File: src/rtl/slpd_pkg.sv
`timescale 1ns / 1ps
`default_nettype none
// ----------------------------------------------------------------------------
// slpd_pkg: shared constants and types of the scan line packet deframer
// Holds the packet geometry, the sync pattern and the pixel result record.
// ----------------------------------------------------------------------------
package slpd_pkg;

    localparam int PAYLOAD_BYTES = 512;
    localparam int PACKET_BYTES  = 525;
    localparam int LAST_LINE     = 255;

    localparam int POS_W = 10;
    localparam int HIST_BYTES = 7;

    localparam logic [63:0] SYNC_WORD = 64'h5AA5_FF00_5AA5_FF00;

    localparam int HDR_FRAME_POS_I = 8;
    localparam int HDR_LINE_POS_I  = 9;
    localparam int PIX_FIRST_POS_I = 10;
    localparam int PIX_LAST_POS_I  = ((9 + PAYLOAD_BYTES) < (PACKET_BYTES - 1)) ?
                                     (9 + PAYLOAD_BYTES) : (PACKET_BYTES - 1);

    localparam logic [POS_W-1:0] HDR_FRAME_POS = POS_W'(HDR_FRAME_POS_I);
    localparam logic [POS_W-1:0] HDR_LINE_POS  = POS_W'(HDR_LINE_POS_I);
    localparam logic [POS_W-1:0] PIX_FIRST_POS = POS_W'(PIX_FIRST_POS_I);
    localparam logic [POS_W-1:0] PIX_LAST_POS  = POS_W'(PIX_LAST_POS_I);
    localparam logic [POS_W-1:0] PACKET_END    = POS_W'(PACKET_BYTES);
    localparam logic [7:0]       LAST_LINE_NUM = 8'(LAST_LINE);

    typedef struct packed {
        logic       frame_done;
        logic [7:0] pixel_value;
        logic [8:0] column;
        logic [7:0] line_number;
        logic [6:0] frame_number;
    } slpd_result_t;

endpackage
`default_nettype wire

File: src/rtl/scan_line_packet_deframer.sv
`timescale 1ns / 1ps
`default_nettype none
// A pixel byte passes the input register and then the result register to m_tvalid.
// Throughput: one byte per cycle unless a result stalls on m_tready; input and result
// registers are parted, so one byte is still taken while a finished result waits.
// Header, trailer, hunted and dropped bytes produce no result transfer.
// Reset (aresetn low, synchronous) empties both registers, clears the sync
// history and returns the block to the hunt with expected frame and line 0.
// ----------------------------------------------------------------------------
// scan_line_packet_deframer: byte stream to tagged scan line pixels
// Hunts for the sync word, checks each packet header against the expected
// frame and line, and emits every pixel of an accepted line with its frame,
// line and column.
// ----------------------------------------------------------------------------
module scan_line_packet_deframer
    import slpd_pkg::*;
(
    input  wire logic        aclk,
    input  wire logic        aresetn,
    // Input stream.
    input  wire logic        s_tvalid,
    output logic             s_tready,
    input  wire logic [7:0]  s_tdata,   // [7:0] data_byte
    // Result stream.
    output logic             m_tvalid,
    input  wire logic        m_tready,
    output logic [31:0]      m_tdata,   // [6:0] frame_number, [14:7] line_number,
                                        // [23:15] column, [31:24] pixel_value
    output logic             m_tlast    // frame_done
);

    // Input register: one byte waiting to be processed.
    logic         in_valid_reg, in_valid_next;
    logic [7:0]   in_byte_reg;

    // Result register: one finished pixel waiting for its transfer.
    logic         out_valid_reg, out_valid_next;
    slpd_result_t out_data_reg;

    logic         advance;
    logic         in_packet;
    logic         sync_found;
    logic         res_valid;
    slpd_result_t result;

    // The held byte is processed when the result register is free or is being
    // emptied in the same cycle; the state advances only then.
    assign advance  = in_valid_reg && (!out_valid_reg || m_tready);
    assign s_tready = !in_valid_reg || advance;

    slpd_sync_hunt u_sync_hunt (
        .aclk       (aclk),
        .aresetn    (aresetn),
        .shift_en   (advance && !in_packet),
        .data_byte  (in_byte_reg),
        .sync_found (sync_found)
    );

    slpd_packet_track u_packet_track (
        .aclk       (aclk),
        .aresetn    (aresetn),
        .step_en    (advance),
        .data_byte  (in_byte_reg),
        .sync_found (sync_found),
        .in_packet  (in_packet),
        .res_valid  (res_valid),
        .result     (result)
    );

    always_comb begin
        in_valid_next = in_valid_reg;
        if (s_tvalid && s_tready) begin
            in_valid_next = 1'b1;
        end else if (advance) begin
            in_valid_next = 1'b0;
        end

        out_valid_next = out_valid_reg;
        if (advance) begin
            out_valid_next = res_valid;
        end else if (m_tready) begin
            out_valid_next = 1'b0;
        end
    end

    always_ff @(posedge aclk) begin
        if (!aresetn) begin
            in_valid_reg  <= 1'b0;
            out_valid_reg <= 1'b0;
        end else begin
            in_valid_reg  <= in_valid_next;
            out_valid_reg <= out_valid_next;
        end
    end

    // Payload registers load without reset.
    always_ff @(posedge aclk) begin
        if (s_tvalid && s_tready) begin
            in_byte_reg <= s_tdata;
        end
        if (advance && res_valid) begin
            out_data_reg <= result;
        end
    end

    assign m_tvalid = out_valid_reg;
    assign m_tdata  = {out_data_reg.pixel_value, out_data_reg.column,
                       out_data_reg.line_number, out_data_reg.frame_number};
    assign m_tlast  = out_data_reg.frame_done;

endmodule
`default_nettype wire

File: src/rtl/slpd_sync_hunt.sv
`timescale 1ns / 1ps
`default_nettype none
// ----------------------------------------------------------------------------
// slpd_sync_hunt: sync word detector
// Keeps the last seven hunted bytes and flags a match of the 8-byte sync word
// together with the byte now being consumed.
// ----------------------------------------------------------------------------
module slpd_sync_hunt
    import slpd_pkg::*;
(
    input  wire logic       aclk,
    input  wire logic       aresetn,
    input  wire logic       shift_en,
    input  wire logic [7:0] data_byte,
    output logic            sync_found
);

    logic [HIST_BYTES*8-1:0] history_reg;
    logic [HIST_BYTES*8-1:0] history_next;

    assign sync_found = shift_en && ({history_reg, data_byte} == SYNC_WORD);

    // The history is cleared on a match so the next hunt starts fresh.
    always_comb begin
        history_next = history_reg;
        if (sync_found) begin
            history_next = '0;
        end else if (shift_en) begin
            history_next = {history_reg[HIST_BYTES*8-9:0], data_byte};
        end
    end

    always_ff @(posedge aclk) begin
        if (!aresetn) begin
            history_reg <= '0;
        end else begin
            history_reg <= history_next;
        end
    end

endmodule
`default_nettype wire

File: src/rtl/slpd_packet_track.sv
`timescale 1ns / 1ps
`default_nettype none
// ----------------------------------------------------------------------------
// slpd_packet_track: packet position, header check and pixel tagging
// Walks one packet byte by byte, checks the header against the expected
// frame and line, and forms a pixel result for every accepted payload byte.
// ----------------------------------------------------------------------------
module slpd_packet_track
    import slpd_pkg::*;
(
    input  wire logic   aclk,
    input  wire logic   aresetn,
    input  wire logic   step_en,
    input  wire logic [7:0] data_byte,
    input  wire logic   sync_found,
    output logic        in_packet,
    output logic        res_valid,
    output slpd_result_t result
);

    logic [POS_W-1:0] pos_reg, pos_next;
    logic             in_packet_reg, in_packet_next;
    logic [7:0]       first_hdr_reg, first_hdr_next;
    logic             accepted_reg, accepted_next;
    logic [6:0]       exp_frame_reg, exp_frame_next;
    logic [7:0]       exp_line_reg, exp_line_next;

    logic [6:0]       hdr_frame;
    logic [7:0]       hdr_line;
    logic             hdr_match;
    logic             is_pixel;
    logic             is_last_pixel;
    logic [POS_W-1:0] pos_inc;
    logic [POS_W-1:0] col_full;

    assign in_packet = in_packet_reg;

    assign hdr_frame = first_hdr_reg[7:1];
    assign hdr_line  = {data_byte[7] | first_hdr_reg[0], data_byte[6:0]};
    assign hdr_match = (exp_frame_reg == hdr_frame) && (exp_line_reg == hdr_line);

    assign is_pixel      = (pos_reg >= PIX_FIRST_POS) && (pos_reg <= PIX_LAST_POS)
                           && accepted_reg;
    assign is_last_pixel = (pos_reg == PIX_LAST_POS);
    assign pos_inc       = pos_reg + POS_W'(1);
    assign col_full      = pos_reg - PIX_FIRST_POS;

    always_comb begin
        pos_next       = pos_reg;
        in_packet_next = in_packet_reg;
        first_hdr_next = first_hdr_reg;
        accepted_next  = accepted_reg;
        exp_frame_next = exp_frame_reg;
        exp_line_next  = exp_line_reg;
        res_valid      = 1'b0;

        result.frame_number = exp_frame_reg;
        result.line_number  = exp_line_reg;
        result.column       = col_full[8:0];
        result.pixel_value  = data_byte;
        result.frame_done   = is_last_pixel && (exp_line_reg == LAST_LINE_NUM);

        if (step_en) begin
            if (!in_packet_reg) begin
                if (sync_found) begin
                    in_packet_next = 1'b1;
                    pos_next       = HDR_FRAME_POS;
                end
            end else begin
                if (pos_reg == HDR_FRAME_POS) begin
                    first_hdr_next = data_byte;
                end else if (pos_reg == HDR_LINE_POS) begin
                    // A mismatch resynchronizes to the header's frame at line 0;
                    // the line is then accepted only if it is line 0.
                    if (!hdr_match) begin
                        exp_frame_next = hdr_frame;
                        exp_line_next  = '0;
                    end
                    accepted_next = hdr_match || (hdr_line == 8'd0);
                end else if (is_pixel) begin
                    res_valid = 1'b1;
                    if (is_last_pixel) begin
                        if (exp_line_reg == LAST_LINE_NUM) begin
                            exp_frame_next = exp_frame_reg + 7'd1;
                            exp_line_next  = '0;
                        end else begin
                            exp_line_next = exp_line_reg + 8'd1;
                        end
                    end
                end

                if (pos_inc >= PACKET_END) begin
                    in_packet_next = 1'b0;
                    pos_next       = '0;
                end else begin
                    pos_next = pos_inc;
                end
            end
        end
    end

    always_ff @(posedge aclk) begin
        if (!aresetn) begin
            pos_reg       <= '0;
            in_packet_reg <= 1'b0;
            first_hdr_reg <= '0;
            accepted_reg  <= 1'b0;
            exp_frame_reg <= '0;
            exp_line_reg  <= '0;
        end else begin
            pos_reg       <= pos_next;
            in_packet_reg <= in_packet_next;
            first_hdr_reg <= first_hdr_next;
            accepted_reg  <= accepted_next;
            exp_frame_reg <= exp_frame_next;
            exp_line_reg  <= exp_line_next;
        end
    end

endmodule
`default_nettype wire

File: config.mk
export PLATFORM = sky130hd
export DESIGN_NAME = scan_line_packet_deframer
export DESIGN_NICKNAME = d
export VERILOG_FILES = /design/src/rtl/slpd_pkg.sv /design/src/rtl/scan_line_packet_deframer.sv /design/src/rtl/slpd_sync_hunt.sv /design/src/rtl/slpd_packet_track.sv
export SDC_FILE = /design/constraint.sdc
export NUM_CORES = 1
export LEC_CHECK = 0
export BUFFER_PORTS_ARGS = -buffer_cell sky130_fd_sc_hd__buf_2
export CORE_ASPECT_RATIO = 0.7
export CORE_MARGIN = 3
export CORE_UTILIZATION = 57
export DETAILED_ROUTE_END_ITERATION = 16
export PLACE_DENSITY = 0.83
export SLEW_MARGIN = 20
export SYNTH_ARGS = -nofsm -noshare
export SYNTH_HDL_FRONTEND = slang
export SYNTH_SLANG_ARGS = --single-unit
File: constraint.sdc
create_clock -name aclk -period 6.1 [get_ports aclk]
set_clock_uncertainty 0.05 [all_clocks]
set_input_delay 1.22 -clock aclk [delete_from_list [all_inputs] [get_ports aclk]]
set_output_delay 1.22 -clock aclk [all_outputs]
set_load 0.02 [all_outputs]
==> results.cfg, run 1 <==
[drt]
drtPass1Iterations = 5
viasPerCell = 6.10
routed_wl_um = 14100
vias = 4893
wl_per_cell_um = 17.6
initialDrtViolationCount = 549
ant_nets = 0
drc = 0

[sta]
finalHoldViolations = 0
fin_tns_setup_ns = 0
fmax_mhz = 310
tightest_slew_ns = 0.822
slew_headroom = 0.449
whs_ns = 0.406
post-route-period-util = 0.529
finalMaxSlewViolations = 0
period_needed_ns = 3.23
rsz0062_at_grt = no
finalSetupViolCount = 0

[yosys]
ys_types = 67
synth_top_family_by_area = simple AND/OR/NAND/NOR gates
synth_nets = 647
yosys.area_share.simple = 0.230
synth-main-ff-cell = dfxtp_1
synth.mux.area_fraction = 0.0242
ys_top_cells_by_area = dfxtp_1, edfxtp_1, nand2_1
yosysTopAreaCell = dfxtp_1
synth_edf_count = 41
netlist.area_leader.share = 0.316
yosysSeqAreaShare = 0.525
synth_adder_area_share = 0.0229
synth_xor_area_frac = 0.0327
synth_area_per_cell_um2 = 9.43
synth-seq-cells = 134
synth_compound_area_frac = 0.130
syn_area_um2 = 5890
syn_inst = 625
yosys_warnings = 0
async_flop_share = 0

[floorplanning]
ios = 47
die-area_um2 = 11600
start_util = 0.597
die_h_um = 91.1
core_area_um2 = 9870
std_cell_rows = 30
fp.dieW_um = 128

[power_and_ir_drop]
power_switching_mw = 0.406
netSwitchingFraction = 0.208
intPower_mw = 1.54
p_comb_frac = 0.022
p_leak_nw = 2.38
p_per_area_nw_per_um2 = 289
pwr-share-clk = 0.495
vdd_drop_max_mv = 0.211
p_seq_frac = 0.482

[setup_path]
reg2reg_to = u_sync_hunt.history_reg[10]
reg2reg_slack_ns = 2.89
cp.arrival_ns = 1.96
startpoint = m_tready
worstRegToRegCells = 6
cp_data_required_time_ns = 4.83
cp-end-kind = primary output
startpoint_type = primary input
crit_type = primary input to primary output
worstReg2RegStart = u_sync_hunt.history_reg[11]
cp_max_fo = 5

[global_routing]
overflow = 0
grt_first_pass_wirelength_um = 22800
antenna_found_initial = 0
grt_use_total = 0.250
grt_pass1_vias = 4613
grt_max_degree = 58

[min_path]
min_path_cells = 2
min_from = u_sync_hunt.history_reg[50]
hp-class = flip-flop to flip-flop
hold_end = u_sync_hunt.history_reg[50]

[clock_tree]
path_clk_slew_ns = 0.06
cts_buffer_depth = 2
clock_sinks = 134
cts_tree = yes
clk_latency_ns = 0.42
cts_root_buffer = clkbuf_16
cts-resized-gates = 0
holdBufCountCts = 0
cts_buffers = 17
h-tree-depth = 4
post_cts_buffers = 0

[finish]
nNetsFinal = 684
largest_reg_flops = 56
drive_gt1_frac = 0.129
area.growth.synth_to_final_pct = 14.5
antenna_cells = 0

[placement]
io_buffers = 46
dp_hpwl_um = 9480
place.gp.congestion = 0.928

[job]
max-cap-violations = 0

[status]
status = finished, final reports clean
-- synth_stat cells (6+ instances only) --
library cell and n:
nand4_1 14, dfxtp_1 93, edfxtp_1 41, xor2_1 18, mux2i_1 12, o21ai_0 15, nor2_1 33, ha_1 10
a21oi_1 72, nand2_1 136, nor2b_1 7, nor4_1 6, and3_1 8, and4b_1 6, clkbuf_1 20, nand3_1 13
nor3_1 7, or4_1 6, inv_1 12
-- worst max-delay path by stage --
stage	to	slack, ns	cells past startpoint
detailed placement	u_packet_track.pos_reg[6]	2.75	5
floorplan	m_tdata[0]	3.16	3
global route	u_sync_hunt.history_reg[10]	2.76	6
global placement	u_packet_track.exp_line_reg[5]	2.88	7
CTS	s_tready	2.87	4
finish	s_tready	2.87	4
-- power groups by stage --
| stage | registers [mW] | logic [mW] | clock network [mW] |
|---|---|---|---|
| detailed placement | 0.957 | 0.0414 | 0 |
| CTS | 0.938 | 0.0417 | 0.973 |
| global route | 0.940 | 0.0482 | 1.01 |
| floorplan | 0.950 | 0.0343 | 0 |
| finish | 0.939 | 0.0438 | 0.965 |
| global placement | 0.957 | 0.0399 | 0 |
-- final cells by class --
class	instances	area, um2
Fill cell	734	3130
Sequential cell	134	3090
Multi-Input combinational cell	446	2620
Clock buffer	21	450
Timing Repair Buffer	50	273
Tap cell	128	160
Clock inverter	10	106
Inverter	13	48.8
-- cells in the final DEF, fill, tap and decap left out, drive strengths merged, types with 12 or more instances in the layout --
cell type	instances
a21oi	72
clkbuf	21
dfxtp	93
nand2	136
nor2	33
mux2i	12
buf	50
o21ai	16
nand4	14
inv	12
xor2	18
nand3	13
edfxtp	41
-- stage by stage --
step	cells	util	power (mW)	worst slack, ns	instance area, um2
6_report	802	0.683	1.95	2.87	6750
5_1_grt	802	0.683	2.00	2.76	6750
4_1_cts	801	0.681	1.95	2.87	6730
3_5_place_dp	770	0.625	0.999	2.75	6170
3_3_place_gp	770	0.625	0.997	2.88	6170
2_1_floorplan	625	-	0.984	3.16	5890
-- routing by layer --
| metal | GRT usage | share of wire | vias to the layer above |
|---|---|---|---|
| met4 | 0.101 | 0.018 | 0 |
| met2 | 0.359 | 0.44 | 255 |
| met5 | 0 | 0 | - |
| met1 | 0.354 | 0.45 | 2309 |
| li1 | - | - | 2309 |
| met3 | 0.0705 | 0.097 | 20 |
-- critical path, stage by stage --
cell,delay [ns]
buf_2,0.10
nor2b_1,0.34
nand2_1,0.12
buf_2,0.17
-- logic make-up (layout without fill, tap and decap cells) --
logic type	after synthesis	after routing
flip-flops	134	134
buffers and inverters	45	94
AO/OA/AOI/OAI	128	128
adder cells (fa/ha/maj)	11	11
AND/OR/NAND/NOR	271	271
multiplexers	14	14
XOR/XNOR	22	22
Note: power is estimated with default switching activity, not from simulation.
==> inputs of run 2 (changes only) <==
--- a/config.mk
+++ b/config.mk
@@ -5,6 +5,7 @@
 export SDC_FILE = /design/constraint.sdc
 export NUM_CORES = 1
 export LEC_CHECK = 0
+export ABC_AREA = 1
 export BUFFER_PORTS_ARGS = -buffer_cell sky130_fd_sc_hd__buf_2
 export CORE_ASPECT_RATIO = 0.7
 export CORE_MARGIN = 3
==> constraint.sdc (replaced) <==
create_clock -name aclk -period 3.15 [get_ports aclk]
set_clock_uncertainty 0.05 [all_clocks]
set_input_delay 0.63 -clock aclk [delete_from_list [all_inputs] [get_ports aclk]]
set_output_delay 0.63 -clock aclk [all_outputs]
set_load 0.02 [all_outputs]
==> results.cfg, run 2 <==
[status]
status = finished, final reports clean

[drt]
drc = 0
viasPerCell = 5.25
initialDrtViolationCount = 637
vias = 5433
drtPass1Iterations = 6
wl_per_cell_um = 13.9
routed_wl_um = 14300
ant_nets = 0

[min_path]
hold_end = in_byte_reg[5]
min_path_cells = 1
min_from = s_tdata[5]
hp-class = primary input to flip-flop

[power_and_ir_drop]
power_switching_mw = 0.812
p_total_mw = 3.81
vdd_drop_max_mv = 0.424
pwr-share-clk = 0.498
intPower_mw = 3.00
p_per_area_nw_per_um2 = 534
p_comb_frac = 0.024
p_leak_nw = 2.75
p_seq_frac = 0.477
netSwitchingFraction = 0.213

[setup_path]
crit_path_cell_trace = inv_1 > ha_1 > nand3_1 > nor2_4 > nand2_2 > nand2_2 > nor2_2 > nand3_1 > inv_1 > buf_4
startpoint = u_packet_track.pos_reg[1]
worstReg2RegStart = u_packet_track.pos_reg[1]
path_buf_inv = 3
slowest_stage = dfxtp_1
cp_data_required_time_ns = 3.16
max_stage_delay_ns = 0.47
worstRegToRegCells = 10
cp-end-kind = flip-flop
cp_max_fo = 33
critPathTopFamily = simple AND/OR/NAND/NOR gates
cp.arrival_ns = 2.56
reg2reg_slack_ns = 0.61
crit_type = flip-flop to flip-flop
crit_cells = 10
startpoint_type = flip-flop
reg2reg_to = m_tdata[26]

[yosys]
yosys_warnings = 0
synth-seq-cells = 134
synth_nets = 853
async_flop_share = 0
syn_area_um2 = 6240
synth_commonest_cells = nand2_1, nor2_1, dfxtp_1
yosysTopAreaCell = dfxtp_1
synth_most_common_cell = nand2_1
netlist.area_leader.share = 0.298
ys_types = 30
synth-main-ff-cell = dfxtp_1
yosysSeqAreaShare = 0.495
syn_inst = 831
ys_top_cells_by_area = dfxtp_1, edfxtp_1, nand2_1
synth_edf_count = 41
synth_area_per_cell_um2 = 7.51

[clock_tree]
cts-resized-gates = 0
clk_latency_ns = 0.42
cts_buffers = 17
cts_buffer_depth = 2
holdBufCountCts = 0
cts_tree = yes
clock_sinks = 134
h-tree-depth = 4
cts_root_buffer = clkbuf_16
post_cts_buffers = 0
path_clk_slew_ns = 0.06

[finish]
antenna_cells = 0
final_util = 0.679
final_cell_mix = nand2_1, nor2_1, dfxtp_1
largest_reg_flops = 56
nNetsFinal = 896
area.growth.synth_to_final_pct = 14.3
layout_commonest_cell = nand2_1
drive_gt1_frac = 0.118
fin_cells = 1035

[sta]
finalHoldViolations = 0
fmax_mhz = 394
finalSetupViolCount = 0
rsz0062_at_grt = no
finalMaxSlewViolations = 0
period_needed_ns = 2.54
fin_tns_setup_ns = 0
whs_ns = 0.341
slew_headroom = 0.527
tightest_slew_ns = 0.708
post-route-period-util = 0.807

[floorplanning]
die_h_um = 93.6
die-area_um2 = 12300
core_area_um2 = 10500
start_util = 0.594
std_cell_rows = 31
fp.dieW_um = 131
ios = 47

[placement]
io_buffers = 46
dp_hpwl_um = 9320
post-place-cells = 1003
place.gp.congestion = 0.855

[global_routing]
grt_first_pass_wirelength_um = 23200
grt_pass1_vias = 4722
grt_max_degree = 57
use_met1 = 0.374
overflow = 0
gr-usage-met2 = 0.323
met3_usage = 0.0685
grt_busiest_layer = met1
grt_use_total = 0.242
antenna_found_initial = 0

[job]
max-cap-violations = 0
## run 2: per-stage QoR
stage,setup slack (ns),area (um2)
after CTS,0.654,7130
after global placement,0.809,6560
after global routing,0.456,7130
after detailed placement,0.733,6560
after floorplan,0.809,6240
final,0.609,7130
## run 2: layout make-up
| type | count | area [um2] |
|---|---|---|
| fillers | 863 | 3380 |
| flip-flops and latches | 134 | 3090 |
| multi-input cells | 577 | 2660 |
| clock buffers | 26 | 542 |
| inverters | 92 | 347 |
| repair buffers | 52 | 275 |
| well taps | 148 | 185 |
| clock inverters | 6 | 36.3 |
## run 2: how the worst max path moves through the flow
stage | slack [ns] | endpoint
detailed placement | 0.73 | m_tdata[28]
global placement | 0.81 | m_tdata[2]
CTS | 0.65 | m_tdata[26]
finish | 0.61 | m_tdata[26]
floorplan | 0.81 | m_tdata[0]
global route | 0.46 | m_tdata[26]
## run 2: cell families after synthesis
family / synth area share
AO/OA/AOI/OAI: 0.0894
XOR/XNOR: 0.0182
adder cells (fa/ha/maj): 0.0200
buffers and inverters: 0.0804
flip-flops: 0.495
AND/OR/NAND/NOR: 0.297
## run 2: metal layers
layer  part of all wire  vias up
li1                   -     2727
met5             0.0024        -
met2               0.41      236
met3              0.092       15
met1               0.48     2452
met4             0.0077        3
## run 2: power groups by stage
stage / clock (mW) / combinational [mW] / sequential (mW)
2_1_floorplan: 0 / 0.0684 / 1.84
3_3_place_gp: 0 / 0.0901 / 1.85
3_5_place_dp: 0 / 0.0909 / 1.85
4_1_cts: 1.91 / 0.0922 / 1.82
5_1_grt: 1.99 / 0.105 / 1.82
6_report: 1.90 / 0.0931 / 1.82
## run 2: worst reg2reg max path: stages (launching register included)
cell and delay (ns):
dfxtp_1 0.47, inv_1 0.17, ha_1 0.21, nand3_1 0.12, nor2_4 0.06, nand2_2 0.22, nand2_2 0.08, nor2_2 0.16
nand3_1 0.15, inv_1 0.10, buf_4 0.37
